File: src/hw/rtl/wcr_pkg.sv
`default_nettype none

package wcr_pkg;

    // panel geometry
    localparam int NUM_PAGES = 8;

    // command bytes
    localparam logic [7:0] CMD_PAGE_ADDR = 8'hB0;
    localparam logic [7:0] CMD_COL_HI    = 8'h10;
    localparam logic [7:0] MASK_FULL     = 8'hFF;
    localparam logic [7:0] MASK_EMPTY    = 8'h00;

    // position of a byte within one page write
    localparam logic [1:0] BYTE_PAGE   = 2'd0;
    localparam logic [1:0] BYTE_COL_LO = 2'd1;
    localparam logic [1:0] BYTE_COL_HI = 2'd2;
    localparam logic [1:0] BYTE_DATA   = 2'd3;

    // one classified sample, ready for the byte sequencer
    typedef struct packed {
        logic [6:0] col;       // column of the trace run
        logic [6:0] next_col;  // column that gets blanked
        logic [2:0] hi_page;   // first page written
        logic [2:0] lo_page;   // last page written
        logic [7:0] hi_data;   // data for the first page
        logic [7:0] lo_data;   // data for the last page (pages between get all ones)
    } job_t;

endpackage

`default_nettype wire

File: src/hw/rtl/waveform_column_renderer.sv
`default_nettype none

// Waveform column renderer. Each input beat is one sample (column, height
// 0..63); the block emits the byte stream for a page-addressed, 8-page
// monochrome panel that draws a vertical run joining the previous height to
// this one, then blanks all 8 pages of the next column (wrapping at COLUMNS).
// Every page write is three command beats then one data beat (tuser high).
// A sample produces 36 to 64 output beats, one per cycle while the sink is
// ready, so the output channel sets the rate. Input beats are classified on
// accept and held in a two-entry queue, so the source is stalled only when
// that queue is full.
module waveform_column_renderer
    import wcr_pkg::*;
#(
    parameter int COLUMNS = 128
)
(
    input  wire logic        clk,
    input  wire logic        rst_n,
    input  wire logic        s_tvalid,
    output logic             s_tready,
    input  wire logic [15:0] s_tdata,   // column[6:0], sample[12:7], zero[15:13]
    output logic             m_tvalid,
    input  wire logic        m_tready,
    output logic [7:0]       m_tdata,   // bus_byte[7:0]
    output logic             m_tuser,   // is_data
    output logic             m_tlast
);

    job_t new_job;
    job_t head_job;
    logic accept;
    logic full;
    logic head_valid;
    logic pop;

    assign s_tready = !full;
    assign accept   = s_tvalid && !full;

    wcr_front #(
        .COLUMNS (COLUMNS)
    ) u_front (
        .clk    (clk),
        .rst_n  (rst_n),
        .accept (accept),
        .column (s_tdata[6:0]),
        .sample (s_tdata[12:7]),
        .job    (new_job)
    );

    wcr_queue u_queue (
        .clk        (clk),
        .rst_n      (rst_n),
        .push       (accept),
        .push_job   (new_job),
        .full       (full),
        .pop        (pop),
        .head_valid (head_valid),
        .head_job   (head_job)
    );

    wcr_back u_back (
        .clk       (clk),
        .rst_n     (rst_n),
        .job_valid (head_valid),
        .job       (head_job),
        .pop       (pop),
        .m_tvalid  (m_tvalid),
        .m_tready  (m_tready),
        .m_tdata   (m_tdata),
        .m_tuser   (m_tuser),
        .m_tlast   (m_tlast)
    );

endmodule

`default_nettype wire

File: src/hw/rtl/wcr_front.sv
`default_nettype none

module wcr_front
    import wcr_pkg::*;
#(
    parameter int COLUMNS = 128
)
(
    input  wire logic       clk,
    input  wire logic       rst_n,
    input  wire logic       accept,
    input  wire logic [6:0] column,
    input  wire logic [5:0] sample,
    output job_t            job
);

    logic [2:0] prev_page_reg, prev_page_next;
    logic [2:0] prev_bit_reg, prev_bit_next;
    logic [7:0] prev_mask_reg, prev_mask_next;

    logic [2:0] cur_page;
    logic [2:0] cur_bit;
    logic [7:0] cur_mask;
    logic [7:0] full_shl_prev;
    logic [7:0] col_inc;

    // height to page / bit position
    assign cur_page      = ~sample[5:3];
    assign cur_bit       = ~sample[2:0];
    assign cur_mask      = 8'd1 << cur_bit;
    assign full_shl_prev = MASK_FULL << prev_bit_reg;
    assign col_inc       = {1'b0, column} + 8'd1;

    // classify the run against the previous sample
    always_comb
    begin
        job.col      = column;
        job.next_col = (col_inc >= 8'(COLUMNS)) ? 7'd0 : col_inc[6:0];
        if (prev_page_reg > cur_page)
        begin
            job.hi_page = prev_page_reg;
            job.lo_page = cur_page;
            job.hi_data = prev_mask_reg - 8'd1;
            job.lo_data = MASK_FULL << cur_bit;
        end
        else if (prev_page_reg == cur_page)
        begin
            job.hi_page = cur_page;
            job.lo_page = cur_page;
            if (cur_bit == prev_bit_reg)
                job.hi_data = cur_mask;
            else if (cur_bit > prev_bit_reg)
                job.hi_data = (cur_mask - prev_mask_reg) | cur_mask;
            else
                job.hi_data = prev_mask_reg - cur_mask;
            job.lo_data = job.hi_data;
        end
        else
        begin
            job.hi_page = cur_page;
            job.lo_page = prev_page_reg;
            job.hi_data = {cur_mask[6:0], 1'b0} - 8'd1;
            job.lo_data = {full_shl_prev[6:0], 1'b0};
        end
    end

    // previous sample tracking
    always_comb
    begin
        prev_page_next = prev_page_reg;
        prev_bit_next  = prev_bit_reg;
        prev_mask_next = prev_mask_reg;
        if (accept)
        begin
            prev_page_next = cur_page;
            prev_bit_next  = cur_bit;
            prev_mask_next = cur_mask;
        end
    end

    always_ff @(posedge clk or negedge rst_n)
    begin
        if (!rst_n)
        begin
            prev_page_reg <= 3'd0;
            prev_bit_reg  <= 3'd0;
            prev_mask_reg <= 8'd0;
        end
        else
        begin
            prev_page_reg <= prev_page_next;
            prev_bit_reg  <= prev_bit_next;
            prev_mask_reg <= prev_mask_next;
        end
    end

endmodule

`default_nettype wire

File: src/hw/rtl/wcr_queue.sv
`default_nettype none

module wcr_queue
    import wcr_pkg::*;
(
    input  wire logic clk,
    input  wire logic rst_n,
    input  wire logic push,
    input  wire job_t push_job,
    output logic      full,
    input  wire logic pop,
    output logic      head_valid,
    output job_t      head_job
);

    job_t       slot_reg [2];
    logic       wr_ptr_reg, wr_ptr_next;
    logic       rd_ptr_reg, rd_ptr_next;
    logic [1:0] count_reg, count_next;

    assign full       = (count_reg == 2'd2);
    assign head_valid = (count_reg != 2'd0);
    assign head_job   = slot_reg[rd_ptr_reg];

    // pointer and fill tracking
    always_comb
    begin
        wr_ptr_next = push ? ~wr_ptr_reg : wr_ptr_reg;
        rd_ptr_next = pop ? ~rd_ptr_reg : rd_ptr_reg;
        count_next  = count_reg + {1'b0, push} - {1'b0, pop};
    end

    always_ff @(posedge clk or negedge rst_n)
    begin
        if (!rst_n)
        begin
            wr_ptr_reg <= 1'b0;
            rd_ptr_reg <= 1'b0;
            count_reg  <= 2'd0;
        end
        else
        begin
            wr_ptr_reg <= wr_ptr_next;
            rd_ptr_reg <= rd_ptr_next;
            count_reg  <= count_next;
        end
    end

    // entry storage
    always_ff @(posedge clk)
    begin
        if (push)
            slot_reg[wr_ptr_reg] <= push_job;
    end

endmodule

`default_nettype wire

File: src/hw/rtl/wcr_back.sv
`default_nettype none

module wcr_back
    import wcr_pkg::*;
(
    input  wire logic       clk,
    input  wire logic       rst_n,
    input  wire logic       job_valid,
    input  wire job_t       job,
    output logic            pop,
    output logic            m_tvalid,
    input  wire logic       m_tready,
    output logic [7:0]      m_tdata,   // bus_byte[7:0]
    output logic            m_tuser,   // is_data
    output logic            m_tlast
);

    localparam logic PH_RUN   = 1'b0;
    localparam logic PH_BLANK = 1'b1;

    logic       phase_reg, phase_next;
    logic       started_reg, started_next;
    logic [2:0] page_reg, page_next;
    logic [1:0] idx_reg, idx_next;

    logic       valid_reg, valid_next;
    logic [7:0] byte_reg, byte_next;
    logic       data_reg, data_next;
    logic       last_reg, last_next;

    logic       fire;
    logic [2:0] page;
    logic [6:0] col;
    logic [7:0] data;
    logic       final_byte;

    assign fire       = job_valid && (!valid_reg || m_tready);
    assign page       = started_reg ? page_reg : job.hi_page;
    assign col        = (phase_reg == PH_BLANK) ? job.next_col : job.col;
    assign final_byte = (phase_reg == PH_BLANK) && (page == 3'(NUM_PAGES - 1))
                        && (idx_reg == BYTE_DATA);
    assign pop        = fire && final_byte;

    // data byte of the current page
    always_comb
    begin
        if (phase_reg == PH_BLANK)
            data = MASK_EMPTY;
        else if (page == job.hi_page)
            data = job.hi_data;
        else if (page == job.lo_page)
            data = job.lo_data;
        else
            data = MASK_FULL;
    end

    // byte sequencer
    always_comb
    begin
        phase_next   = phase_reg;
        started_next = started_reg;
        page_next    = page_reg;
        idx_next     = idx_reg;
        valid_next   = valid_reg && !m_tready;
        byte_next    = byte_reg;
        data_next    = data_reg;
        last_next    = last_reg;
        if (fire)
        begin
            valid_next = 1'b1;
            last_next  = final_byte;
            data_next  = (idx_reg == BYTE_DATA);
            case (idx_reg)
                BYTE_PAGE:   byte_next = CMD_PAGE_ADDR | {5'd0, page};
                BYTE_COL_LO: byte_next = {4'd0, col[3:0]};
                BYTE_COL_HI: byte_next = CMD_COL_HI | {5'd0, col[6:4]};
                BYTE_DATA:   byte_next = data;
                default:     byte_next = MASK_EMPTY;
            endcase
            started_next = 1'b1;
            page_next    = page;
            if (idx_reg != BYTE_DATA)
            begin
                idx_next = idx_reg + 2'd1;
            end
            else
            begin
                idx_next = BYTE_PAGE;
                if (phase_reg == PH_RUN)
                begin
                    if (page == job.lo_page)
                    begin
                        phase_next = PH_BLANK;
                        page_next  = 3'd0;
                    end
                    else
                    begin
                        page_next = page - 3'd1;
                    end
                end
                else if (final_byte)
                begin
                    phase_next   = PH_RUN;
                    started_next = 1'b0;
                end
                else
                begin
                    page_next = page + 3'd1;
                end
            end
        end
    end

    always_ff @(posedge clk or negedge rst_n)
    begin
        if (!rst_n)
        begin
            phase_reg   <= PH_RUN;
            started_reg <= 1'b0;
            page_reg    <= 3'd0;
            idx_reg     <= BYTE_PAGE;
            valid_reg   <= 1'b0;
        end
        else
        begin
            phase_reg   <= phase_next;
            started_reg <= started_next;
            page_reg    <= page_next;
            idx_reg     <= idx_next;
            valid_reg   <= valid_next;
        end
    end

    // output beat payload
    always_ff @(posedge clk)
    begin
        byte_reg <= byte_next;
        data_reg <= data_next;
        last_reg <= last_next;
    end

    assign m_tvalid = valid_reg;
    assign m_tdata  = byte_reg;
    assign m_tuser  = data_reg;
    assign m_tlast  = last_reg;

    // a job leaves the queue only with its closing beat
    a_pop_last: assert property (@(posedge clk) disable iff (!rst_n)
        pop |=> (m_tvalid && m_tlast))
        else $error("job popped without last beat");

    // every fourth beat of a page write is the data beat
    a_data_pos: assert property (@(posedge clk) disable iff (!rst_n)
        fire |=> (m_tuser == ($past(idx_reg) == BYTE_DATA)))
        else $error("data flag out of step with byte position");

    // a page write opens with a page address command
    a_page_cmd: assert property (@(posedge clk) disable iff (!rst_n)
        (fire && idx_reg == BYTE_PAGE) |=> (m_tdata[7:3] == CMD_PAGE_ADDR[7:3]))
        else $error("page write did not start with page command");

    // blank phase writes only zero data
    a_blank_zero: assert property (@(posedge clk) disable iff (!rst_n)
        (fire && phase_reg == PH_BLANK && idx_reg == BYTE_DATA)
        |=> (m_tdata == MASK_EMPTY))
        else $error("blanking wrote nonzero data");

endmodule

`default_nettype wire
File: config.mk
export PLATFORM = sky130hd
export DESIGN_NAME = waveform_column_renderer
export DESIGN_NICKNAME = d
export VERILOG_FILES = /design/src/hw/rtl/wcr_pkg.sv /design/src/hw/rtl/waveform_column_renderer.sv /design/src/hw/rtl/wcr_front.sv /design/src/hw/rtl/wcr_queue.sv /design/src/hw/rtl/wcr_back.sv
export SDC_FILE = /design/constraint.sdc
export NUM_CORES = 1
export LEC_CHECK = 0
export BUFFER_PORTS_ARGS = -buffer_cell sky130_fd_sc_hd__buf_2
export CAP_MARGIN = 0
export CORE_MARGIN = 2
export CORE_UTILIZATION = 57
export DETAILED_ROUTE_END_ITERATION = 12
export PLACE_DENSITY = 0.75
export SYNTH_ARGS = -nofsm -noshare
export SYNTH_HDL_FRONTEND = slang
export SYNTH_HIERARCHICAL = 1
export SYNTH_SLANG_ARGS = --single-unit
File: constraint.sdc
create_clock -name clk -period 3.8 [get_ports clk]
set_input_delay 0.38 -clock clk [delete_from_list [all_inputs] [get_ports clk]]
set_output_delay 0.38 -clock clk [all_outputs]
set_load 0.1 [all_outputs]
==> results.cfg <==
[global_routing]
grt_pass1_wl_um = 22200
grt_use_total = 0.222
grt_start_max_net_pins = 37
grt_overflow = 0
first_global_vias = 4336
antenna_found_initial = 0

[status]
status = completed

[die]
design.die.area_sq_um = 12700
ios = 32
num_rows = 39
coreArea_sq_um = 11500
fp.dieW_um = 113
die_h_um = 113
start_util = 0.586

[route]
wl_per_cell_um = 18.2
vias_per_cell = 6.05
wl_um = 13700
drtIter0Drc = 383
drt_first_pass_iters = 7
ant_nets = 0
drc_errors = 0
vias = 4571

[timing]
rsz0062_at_grt = false
setup_viol = 0
slew_viol_final = 0
tightest_slew_ps = 694
post-route-period-util = 0.769
fin_skew_ps = 6.79
finalHoldViolations = 0
finalSetupTns_ps = 0
worst_slack_ps = 877
max_freq_ghz = 0.342
slew_headroom = 0.536
period_minus_slack_ps = 2920

[min_path]
hp-class = input port to async pin

[cells_and_area]
fin_cells = 755
layout_common_cells = edfxtp_1 (82), inv_1 (41), a21oi_1 (37), nand2_1 (37), o21ai_0 (33)
largest_register_ffs = 72
mostFrequentLayoutCell = edfxtp_1
multi_input_area_sq_um = 3220
regArea_sq_um = 3110
utilization = 0.626
fin_nets = 659
drive_gt1_frac = 0.200
syn_to_final_growth_pct = 6.79
fillCellCount = 898

[synth]
yosys.cell_types.count = 73
syn-instance-count = 592
ys_seq_elements = 108
netlist_area_sq_um = 6730
synth_edf_count = 82
syn-num-nets = 645
yosysWarnings = 6
async_reset_ff_frac = 0.241
synth-seq-area-share = 0.463
synth-main-ff-cell = edfxtp_1
synth.avg_cell_area_sq_um = 11.4

[power]
powerDensity_nw_per_um2 = 820
peakVddDrop_mv = 0.846
p_leak_nw = 2.86
power_mw = 5.89

[setup_path]
cp_max_fo = 12
r2r-end = u_queue/count_reg[1]
crit_path_start = u_back/started_reg
timing.rr.start = u_back/started_reg
required_ps = 4020
critical_path.endpoint = u_queue/count_reg[1]
slowest_delay_ps = 600
reg2regPathDepth = 10
path_cells = mux2i_4 -> inv_1 -> ha_1 -> ha_1 -> nand2_1 -> nor2_1 -> ha_1 -> inv_1 -> ha_1 -> xor3_1
crit_type = register to register
crit_path_start_kind = register
rrSetupSlack_ps = 880
cp-end-kind = register
crit_path_top_delay_cell = dfrtp_1
critPathMostFrequentCell = ha_1
arrival_ps = 3140

[clocking]
cts_tree = done
cts_setup_buffers = 0
clock-root-buffer = clkbuf_16
clk_transition_reported_paths_ps = 70
htreeDepth = 3
clockBufferDepth = 2
cts_sinks = 108
cts_resized = 0
cts_hold_buf = 0
worstSkewPairLatency_ps = 340
numCtsBuffers = 9

[flow_run]
maxCapViolCount = 0

[placed_design]
portBuffers = 28
dpl.hpwl_um = 9730
pre_cts_slack_ps = 763
gp_congestion = 0.894
dp.cells = 738
-- metrics by stage --
step	hold WS [ps]	area [sq um]
3_5_place_dp	460	6880
6_report	70.6	7180
4_1_cts	88.2	7180
2_1_floorplan	84.4	6730
3_3_place_gp	463	6880
5_1_grt	122	7180
-- critical path, delay by kind of cell (launching register included) --
| kind | cells | cell delay [ps] |
|---|---|---|
| xor+xnor | 1 | 210 |
| fa+ha+maj | 4 | 890 |
| buf+inv | 2 | 150 |
| flops | 1 | 600 |
| mux | 1 | 340 |
| simple gates | 2 | 610 |
-- area by class of cell --
class,count,area share
repair buffers,36,0.0279
diodes,1,0.000348
flip-flops and latches,108,0.434
multi-input cells,406,0.448
well taps,143,0.0249
inverters,45,0.0239
clock inverters,4,0.00697
clock buffers,12,0.0343
-- cell usage after synthesis (8+ instances only) --
library cell,instances,share of area
mux2_4,30,0.067
nand2b_1,8,0.0074
mux2_2,15,0.025
nor2_1,30,0.017
inv_1,41,0.023
nand3_1,15,0.011
edfxtp_1,82,0.37
mux2i_1,11,0.016
clkbuf_1,17,0.0095
ha_1,32,0.060
xor2_1,15,0.020
o21ai_0,33,0.025
nand2_1,37,0.021
nor2b_1,9,0.0084
nor4_1,9,0.0084
a21oi_1,37,0.028
dfrtp_1,26,0.097
buf_4,8,0.0089
nor3_1,9,0.0067
xnor2_1,9,0.012
-- worst min-delay path by stage --
stage          start           endpoint  slack, ps  cells past startpoint
6_report       rst_n    u_back/m_tvalid         70                      1
5_1_grt        rst_n    u_back/m_tvalid        120                      1
4_1_cts        rst_n    u_back/m_tvalid         90                      1
3_5_place_dp   rst_n    u_back/m_tvalid        460                      1
3_3_place_gp   rst_n    u_back/m_tvalid        460                      1
2_1_floorplan  rst_n  u_back/idx_reg[0]         80                      0
-- metal layers --
metal  global-route usage  part of all wire
met1                0.291              0.45
met5                    0                 0
met3               0.0421             0.042
met4               0.0846             0.020
met2                0.369              0.49
-- logic make-up after synthesis --
group,count (synthesis),share of synthesized area
compound gates,136,0.136
fa+ha+maj,33,0.0625
simple gates,150,0.119
flops,108,0.463
xor+xnor,28,0.0420
buf+inv,78,0.0593
mux,59,0.119
-- where the power goes --
part           internal (mW)  total [mW]  switching (mW)
Sequential              1.83        2.05           0.220
Combinational           1.01        2.92            1.91
Clock                  0.528       0.928           0.400
Power figures use the tool's default switching activity.
